## src/hw/rtl/sutf8v_pkg.sv

```systemverilog
// Shared types and constants for the strict UTF-8 validator.
// No dependencies; every other file in hw/rtl imports this package.
`timescale 1ns / 1ps

package sutf8v_pkg;

  // Default queue depths (power of two, at least 2)
  localparam int SUTF8V_CLS_DEPTH = 2;
  localparam int SUTF8V_RES_DEPTH = 2;

  // Byte boundaries used by the checks
  localparam logic [7:0] BYTE_ZERO     = 8'h00;
  localparam logic [7:0] BYTE_ASCII_HI = 8'h80;
  localparam logic [7:0] LEAD2_LO      = 8'hc2;
  localparam logic [7:0] LEAD2_HI      = 8'hdf;
  localparam logic [7:0] LEAD3_LO      = 8'he0;
  localparam logic [7:0] LEAD3_HI      = 8'hef;
  localparam logic [7:0] LEAD4_LO      = 8'hf0;
  localparam logic [7:0] LEAD4_HI      = 8'hf4;
  localparam logic [7:0] LEAD_SURR     = 8'hed;
  localparam logic [7:0] CONT_LO       = 8'h80;
  localparam logic [7:0] CONT_HI       = 8'hbf;
  localparam logic [7:0] CONT_A0       = 8'ha0;
  localparam logic [7:0] CONT_90       = 8'h90;

  // Extra rule on the first continuation byte
  typedef enum logic [2:0] {
    RULE_NONE  = 3'd0,
    RULE_GE_A0 = 3'd1,
    RULE_LT_A0 = 3'd2,
    RULE_GE_90 = 3'd3,
    RULE_LT_90 = 3'd4
  } rule_t;

  typedef struct packed {
    logic [7:0] data_byte;
    logic       final_byte;
  } in_item_t;

  typedef struct packed {
    logic ok_so_far;
    logic verdict_ready;
  } out_item_t;

  // Byte classified both as a lead byte and as a continuation byte
  typedef struct packed {
    logic       lead_bad;
    logic [1:0] lead_len;
    rule_t      lead_rule;
    logic       is_cont;
    logic       ge_a0;
    logic       ge_90;
    logic       final_byte;
  } cls_t;

endpackage

```

## src/hw/rtl/sutf8v_classify.sv

```systemverilog
// Front end classifier: decodes one raw byte into lead and continuation views.
// Depends on sutf8v_pkg.
`timescale 1ns / 1ps

module sutf8v_classify (
  input  sutf8v_pkg::in_item_t item_i,
  output sutf8v_pkg::cls_t     cls_o
);
  import sutf8v_pkg::*;

  logic [7:0] b;

  assign b = item_i.data_byte;

  always_comb begin
    cls_o            = '0;
    cls_o.final_byte = item_i.final_byte;
    cls_o.is_cont    = (b >= CONT_LO) && (b <= CONT_HI);
    cls_o.ge_a0      = (b >= CONT_A0);
    cls_o.ge_90      = (b >= CONT_90);
    cls_o.lead_rule  = RULE_NONE;
    cls_o.lead_len   = 2'd0;
    cls_o.lead_bad   = 1'b0;
    if (b == BYTE_ZERO) begin
      cls_o.lead_bad = 1'b1;
    end else if (b < BYTE_ASCII_HI) begin
      cls_o.lead_len = 2'd0;
    end else if ((b >= LEAD2_LO) && (b <= LEAD2_HI)) begin
      cls_o.lead_len = 2'd1;
    end else if ((b >= LEAD3_LO) && (b <= LEAD3_HI)) begin
      cls_o.lead_len = 2'd2;
    end else if ((b >= LEAD4_LO) && (b <= LEAD4_HI)) begin
      cls_o.lead_len = 2'd3;
    end else begin
      cls_o.lead_bad = 1'b1;
    end
    // tighter range on the byte after the edge-case leads
    if (b == LEAD3_LO) begin
      cls_o.lead_rule = RULE_GE_A0;
    end else if (b == LEAD_SURR) begin
      cls_o.lead_rule = RULE_LT_A0;
    end else if (b == LEAD4_LO) begin
      cls_o.lead_rule = RULE_GE_90;
    end else if (b == LEAD4_HI) begin
      cls_o.lead_rule = RULE_LT_90;
    end
  end

endmodule

```

## src/hw/rtl/sutf8v_fifo.sv

```systemverilog
// Small register queue with push/full and pop/empty sides.
// Depends on sutf8v_pkg for the default depth.
`timescale 1ns / 1ps

module sutf8v_fifo #(
  parameter int W     = 8,
  parameter int DEPTH = sutf8v_pkg::SUTF8V_CLS_DEPTH
) (
  input  logic         clk,
  input  logic         rst_n,
  input  logic         push,
  input  logic [W-1:0] push_data,
  output logic         full,
  input  logic         pop,
  output logic [W-1:0] pop_data,
  output logic         empty
);
  import sutf8v_pkg::*;

  localparam int AW = (DEPTH > 1) ? $clog2(DEPTH) : 1;
  localparam int CW = $clog2(DEPTH + 1);

  logic [W-1:0]  mem_r [DEPTH];
  logic [AW-1:0] wr_ptr_r, wr_ptr_nxt;
  logic [AW-1:0] rd_ptr_r, rd_ptr_nxt;
  logic [CW-1:0] count_r, count_nxt;
  logic          do_push, do_pop;

  assign full     = (count_r == CW'(DEPTH));
  assign empty    = (count_r == '0);
  assign do_push  = push && !full;
  assign do_pop   = pop && !empty;
  assign pop_data = mem_r[rd_ptr_r];

  always_comb begin
    wr_ptr_nxt = wr_ptr_r;
    rd_ptr_nxt = rd_ptr_r;
    count_nxt  = count_r;
    if (do_push) begin
      wr_ptr_nxt = (wr_ptr_r == AW'(DEPTH - 1)) ? '0 : wr_ptr_r + 1'b1;
    end
    if (do_pop) begin
      rd_ptr_nxt = (rd_ptr_r == AW'(DEPTH - 1)) ? '0 : rd_ptr_r + 1'b1;
    end
    if (do_push && !do_pop) begin
      count_nxt = count_r + 1'b1;
    end else if (do_pop && !do_push) begin
      count_nxt = count_r - 1'b1;
    end
  end

  always_ff @(posedge clk) begin
    if (!rst_n) begin
      wr_ptr_r <= '0;
      rd_ptr_r <= '0;
      count_r  <= '0;
    end else begin
      wr_ptr_r <= wr_ptr_nxt;
      rd_ptr_r <= rd_ptr_nxt;
      count_r  <= count_nxt;
    end
  end

  always_ff @(posedge clk) begin
    if (do_push) begin
      mem_r[wr_ptr_r] <= push_data;
    end
  end

endmodule

```

## src/hw/rtl/sutf8v_check.sv

```systemverilog
// Back end: runs the sequence state on classified bytes and forms one result each.
// Depends on sutf8v_pkg.
`timescale 1ns / 1ps

module sutf8v_check (
  input  logic                  clk,
  input  logic                  rst_n,
  input  sutf8v_pkg::cls_t      cls_i,
  input  logic                  cls_valid_i,
  output logic                  cls_pop_o,
  input  logic                  res_full_i,
  output logic                  res_push_o,
  output sutf8v_pkg::out_item_t res_o
);
  import sutf8v_pkg::*;

  logic [1:0] pending_r, pending_nxt;
  rule_t      rule_r, rule_nxt;
  logic       failed_r, failed_nxt;
  logic       good;
  logic       step;
  logic       rule_ok;

  assign step       = cls_valid_i && !res_full_i;
  assign cls_pop_o  = step;
  assign res_push_o = step;

  always_comb begin
    case (rule_r)
      RULE_GE_A0: rule_ok = cls_i.ge_a0;
      RULE_LT_A0: rule_ok = !cls_i.ge_a0;
      RULE_GE_90: rule_ok = cls_i.ge_90;
      RULE_LT_90: rule_ok = !cls_i.ge_90;
      default:    rule_ok = 1'b1;
    endcase
  end

  always_comb begin
    pending_nxt = pending_r;
    rule_nxt    = rule_r;
    failed_nxt  = failed_r;
    good        = 1'b1;
    if (!failed_r) begin
      if (pending_r != 2'd0) begin
        good        = cls_i.is_cont && rule_ok;
        rule_nxt    = RULE_NONE;
        pending_nxt = pending_r - 2'd1;
      end else begin
        good        = !cls_i.lead_bad;
        pending_nxt = cls_i.lead_len;
        rule_nxt    = cls_i.lead_rule;
      end
      if (!good) begin
        failed_nxt  = 1'b1;
        pending_nxt = 2'd0;
        rule_nxt    = RULE_NONE;
      end
    end
    res_o.ok_so_far     = !failed_nxt && !(cls_i.final_byte && (pending_nxt != 2'd0));
    res_o.verdict_ready = cls_i.final_byte;
    // clear everything once the text closes
    if (cls_i.final_byte) begin
      pending_nxt = 2'd0;
      rule_nxt    = RULE_NONE;
      failed_nxt  = 1'b0;
    end
  end

  always_ff @(posedge clk) begin
    if (!rst_n) begin
      pending_r <= 2'd0;
      rule_r    <= RULE_NONE;
      failed_r  <= 1'b0;
    end else if (step) begin
      pending_r <= pending_nxt;
      rule_r    <= rule_nxt;
      failed_r  <= failed_nxt;
    end
  end

  a_failed_clears_seq: assert property (@(posedge clk) disable iff (!rst_n)
    failed_r |-> (pending_r == 2'd0) && (rule_r == RULE_NONE))
    else $error("failed state still holds an open sequence");

  a_rule_needs_pending: assert property (@(posedge clk) disable iff (!rst_n)
    (rule_r != RULE_NONE) |-> (pending_r != 2'd0))
    else $error("second-byte rule armed with no sequence open");

  a_final_resets: assert property (@(posedge clk) disable iff (!rst_n)
    (step && cls_i.final_byte) |=> (pending_r == 2'd0) && !failed_r)
    else $error("state not cleared after final byte");

  a_no_push_when_full: assert property (@(posedge clk) disable iff (!rst_n)
    res_push_o |-> !res_full_i)
    else $error("result pushed into full queue");

endmodule

```

## src/hw/rtl/strict_utf8_validator_top.sv

```systemverilog
// Top level of the strict UTF-8 validator: classifier, queue, checker, result queue.
// Depends on sutf8v_pkg, sutf8v_classify, sutf8v_fifo and sutf8v_check.
`timescale 1ns / 1ps
// A byte accepted into the classified-byte queue reaches the out_ ports once
// the checker moves it into the result queue; the checker stalls while that is full.
// Throughput: one byte per cycle sustained while the result queue has room; the
// checker's single state update per cycle sets that figure. Reset (rst_n low,
// synchronous) empties both queues and clears the sequence state; no clearing
// pass is needed.

module strict_utf8_validator_top #(
  parameter int CLS_DEPTH = sutf8v_pkg::SUTF8V_CLS_DEPTH,
  parameter int RES_DEPTH = sutf8v_pkg::SUTF8V_RES_DEPTH
) (
  input  logic                  clk,
  input  logic                  rst_n,
  input  logic                  in_push,
  input  sutf8v_pkg::in_item_t  in_data,
  output logic                  in_full,
  input  logic                  out_pop,
  output sutf8v_pkg::out_item_t out_data,
  output logic                  out_empty
);
  import sutf8v_pkg::*;

  cls_t      cls_front;   // classified byte entering the queue
  cls_t      cls_back;    // oldest classified byte, seen by the checker
  logic      cls_empty;
  logic      cls_pop;
  logic      res_full;
  logic      res_push;
  out_item_t res_item;

  // Front: classify the raw byte on the way in; no state involved
  sutf8v_classify u_classify (
    .item_i (in_data),
    .cls_o  (cls_front)
  );

  // Hold classified items so the front keeps taking bytes while the checker stalls
  sutf8v_fifo #(
    .W     ($bits(cls_t)),
    .DEPTH (CLS_DEPTH)
  ) u_cls_q (
    .clk       (clk),
    .rst_n     (rst_n),
    .push      (in_push),
    .push_data (cls_front),
    .full      (in_full),
    .pop       (cls_pop),
    .pop_data  (cls_back),
    .empty     (cls_empty)
  );

  // Back: advance the sequence state one item per cycle when the result queue has room
  sutf8v_check u_check (
    .clk         (clk),
    .rst_n       (rst_n),
    .cls_i       (cls_back),
    .cls_valid_i (!cls_empty),
    .cls_pop_o   (cls_pop),
    .res_full_i  (res_full),
    .res_push_o  (res_push),
    .res_o       (res_item)
  );

  // Result queue: the oldest result stays on out_data until popped
  sutf8v_fifo #(
    .W     ($bits(out_item_t)),
    .DEPTH (RES_DEPTH)
  ) u_res_q (
    .clk       (clk),
    .rst_n     (rst_n),
    .push      (res_push),
    .push_data (res_item),
    .full      (res_full),
    .pop       (out_pop),
    .pop_data  (out_data),
    .empty     (out_empty)
  );

endmodule
```

## config.mk

```make
export PLATFORM = sky130hd
export DESIGN_NAME = strict_utf8_validator_top
export DESIGN_NICKNAME = d
export VERILOG_FILES = /design/src/hw/rtl/sutf8v_pkg.sv /design/src/hw/rtl/sutf8v_classify.sv /design/src/hw/rtl/sutf8v_fifo.sv /design/src/hw/rtl/sutf8v_check.sv /design/src/hw/rtl/strict_utf8_validator_top.sv
export SDC_FILE = /design/constraint.sdc
export NUM_CORES = 1
export LEC_CHECK = 0
export ABC_CLOCK_PERIOD_IN_PS = 1950
export BUFFER_PORTS_ARGS = -buffer_cell sky130_fd_sc_hd__buf_2
export CORE_ASPECT_RATIO = 1.5
export CORE_UTILIZATION = 27
export DETAILED_ROUTE_END_ITERATION = 16
export PLACE_DENSITY = 0.41
export SLEW_MARGIN = 10
export SYNTH_ARGS = -nofsm -noshare
export SYNTH_HDL_FRONTEND = slang
export SYNTH_HIERARCHICAL = 1
export SYNTH_SLANG_ARGS = --single-unit
export TNS_END_PERCENT = 1
```

## constraint.sdc

```tcl
create_clock -name clk -period 1.95 [get_ports clk]
set_input_delay 0.0975 -clock clk [delete_from_list [all_inputs] [get_ports clk]]
set_output_delay 0.0975 -clock clk [all_outputs]
set_load 0.01 [all_outputs]
```

==> results.yml <==
sta:
  worst_pin_slew_ns: 0.509
  period_share_pct: 96.3
  setup_violations: 0
  slew_violations: 0
  post-route-min-period_ns: 1.88
  finalHoldViolCount: 0
  fmaxAchievable_ghz: 0.532
  relSlewSlack_pct: 66.1
  fin_skew_ns: 0.00349
  rsz0062_at_grt: "false"
place:
  port_buffers: 16
  globalplace.congestion: 0.778
  dpl.hpwl_um: 2760
setup_path:
  worstSetupStartpointType: "register"
  rr_endpoint: "u_res_q/mem_r[1][1]$_DFFE_PP_"
  end_kind: "register"
  r2r_cells: 4
  arrival_ns: 1.92
  reg2reg_slack_ns: 0.07
  worst_ep_required_time_ns: 1.99
  crit_type: "reg -> reg"
  cp_max_fo: 4
logic_synthesis:
  syn-num-nets: 179
  synthArstFlopShare_pct: 0
  synth_cells: 164
  ys_dominant_reg_cell: "edfxtp_1"
  netlist_area_um2: 1880
  ys_ff_latch: 40
  synth_enable_flop_cells: 24
  ys_seq_area_share_pct: 55.3
  synth_warnings: 6
  avgSynthCellArea_um2: 11.5
  yosysUniqueCellTypes: 45
global_route:
  grt_max_degree: 13
  antenna_found_initial: 0
  grt_pass1_wl_um: 6490
  grt-ovfl-total: 0
  grt_use_total_pct: 11.5
  grt_pass1_vias: 1353
drt:
  avgViaCountPerCell: 4.91
  wirelength_um: 3630
  detail_route.first_pass.iterations: 2
  drtAntennaViolNets: 0
  vias: 1301
  drc: 0
  wl_per_cell_um: 13.7
  drt_iter0_markers: 49
layout:
  fin_util_pct: 32.7
  fillers: 681
  most-common-layout-cells: "edfxtp_1 (24), buf_2 (16), nor2_1 (16), dfxtp_1 (14), mux2_2 (12)"
  final_nets: 203
  layout-drive-gt1-share_pct: 28.6
  multiInputGateArea_um2: 773
  area_growth_pct: 15.1
  layout_commonest_cell: "edfxtp_1"
  seqCellArea_um2: 1040
  n_antenna_cell: 0
pwr:
  power_frac_clock_pct: 19.1
  vdd_drop_max_mv: 0.349
  switchingPower_mw: 0.865
  fin_total_pwr_mw: 2.71
  swShare_pct: 32.0
  powerDensity_nw_per_um2: 1250
  internal_power_mw: 1.84
  p_comb_share_pct: 35.9
  leakage_nw: 0.813
  p_seq_share_pct: 45.0
clock_network:
  h-tree-depth: 2
  clock_sinks: 40
  clk_pin_slew_ns: 0.07
  cts_tree: "yes"
  cts_buffers: 5
  clock_latency_ns: 0.28
  clockBufferDepth: 2
  post_cts_buffers: 0
  cts-root-buf: "clkbuf_8"
floorplanning:
  core_um2: 6620
  io_pins: 17
  die_area_um2: 7310
  fp-row-count: 36
  floorplan.initialDensity_pct: 28.4
  die_x_um: 70.2
  die_h_um: 104
flow_run:
  max_cap_violations: 0
min_path:
  min_path_cells: 2
  hold_end: "u_cls_q/mem_r[0][5]$_DFFE_PP_"
  min_from: "in_data[2]"
  hold_path.class: "in -> reg"
run_status:
  status: "complete, no violations"
registers in the layout, summed over array words and instances (netlist names), named ones only:
name,count
u_res_q/count_r,2
u_check/failed_r,1
u_cls_q/count_r,2
u_cls_q/rd_ptr_r,1
u_check/rule_r,3
u_res_q/rd_ptr_r,1
u_cls_q/wr_ptr_r,1
u_check/pending_r,2
u_res_q/wr_ptr_r,1
u_cls_q/mem_r,20
u_res_q/mem_r,4
Yosys cell counts (3+ instances only):
master | instances | area share, %
dfxtp_1 | 16 | 17
inv_1 | 8 | 1.6
buf_2 | 3 | 0.80
nand3_1 | 8 | 2.1
a21oi_1 | 5 | 1.3
xor2_1 | 4 | 1.9
mux2_2 | 12 | 7.2
o21ai_0 | 5 | 1.3
and3_1 | 4 | 1.3
edfxtp_1 | 24 | 38
nand3b_1 | 3 | 1.2
nor4_1 | 3 | 1.0
nand2b_1 | 5 | 1.7
o21a_1 | 5 | 2.0
and2_1 | 3 | 1.0
nor2_1 | 16 | 3.2
buf_4 | 3 | 1.2
logic make-up after synthesis:
logic type                 Yosys count  synth area share, %
xor gates and xnor gates             6                 2.79
and+or+nand+nor                     58                 17.8
buffers and inverters               16                 3.99
adders and majority gates            2                 1.33
muxes                               13                 7.71
DFF                                 40                 55.3
AOI/OAI and AO/OA                   29                 11.0
per-layer routing:
| layer | routed length (µm) | GRT usage, % | vias up | share of wire, % |
|---|---|---|---|---|
| met2 | 2020 | 20.5 | 21 | 56 |
| met3 | 108 | 2.91 | 8 | 3.0 |
| met1 | 1400 | 12.2 | 629 | 39 |
| li1 | - | - | 643 | - |
| met4 | 97 | 6.00 | 0 | 2.7 |
| met5 | 0 | 0 | - | 0 |
worst max path at each step:
stage                                     from                              end  cells past startpoint
2_1_floorplan  u_res_q/count_r[0]$_SDFFE_PN0P_  u_res_q/count_r[1]$_SDFFE_PN0P_                     10
3_3_place_gp                          register    u_res_q/mem_r[1][1]$_DFFE_PP_                      4
3_5_place_dp   u_res_q/count_r[0]$_SDFFE_PN0P_  u_cls_q/count_r[1]$_SDFFE_PN0P_                      8
4_1_cts                               register    u_res_q/mem_r[1][1]$_DFFE_PP_                      4
5_1_grt        u_res_q/count_r[0]$_SDFFE_PN0P_  u_res_q/count_r[1]$_SDFFE_PN0P_                      9
6_report                              register    u_res_q/mem_r[1][1]$_DFFE_PP_                      4
critical path: stages, from the launching register on:
cell and delay, ns:
dfxtp_2 0.36, mux2_2 0.34, and3_1 0.18, or4_4 0.53
and4b_1 0.22
metrics by stage:
step                      worst slack (ns)  instance area, µm²  std cells  hold WS [ns]  setup TNS, ns
after floorplan                  -0.000892                1880        164         0.215      -0.000892
after global placement              0.0572                2060        256         0.288              0
after detailed placement            0.0380                2060        256         0.289              0
after CTS                          0.00499                2160        265         0.125              0
after global routing               0.00971                2170        265         0.140              0
final                               0.0714                2170        265         0.138              0
what timing repair did:
item	in CTS	in global routing
endpoints found under the setup margin	0	4
hold buffers	1	0
gates resized for setup	0	5
endpoints found under the hold margin	2	0
power by group through the flow:
stage          combinational, mW  clock, mW  sequential (mW)
6_report                   0.972      0.516             1.22
5_1_grt                     1.09      0.574             1.25
4_1_cts                    0.976      0.555             1.21
3_5_place_dp               0.968          0             1.23
3_3_place_gp               0.939          0             1.22
2_1_floorplan              0.737          0             1.19
layout make-up:
class / instances / share of cell area [%]
inverters: 10 / 1.73
clock inverters: 1 / 0.231
multi-input cells: 108 / 35.7
well taps: 76 / 4.39
clock buffers: 7 / 3.52
flip-flops and latches: 40 / 48.2
repair buffers: 23 / 6.24
No activity file was read; power rests on OpenSTA's default activity.
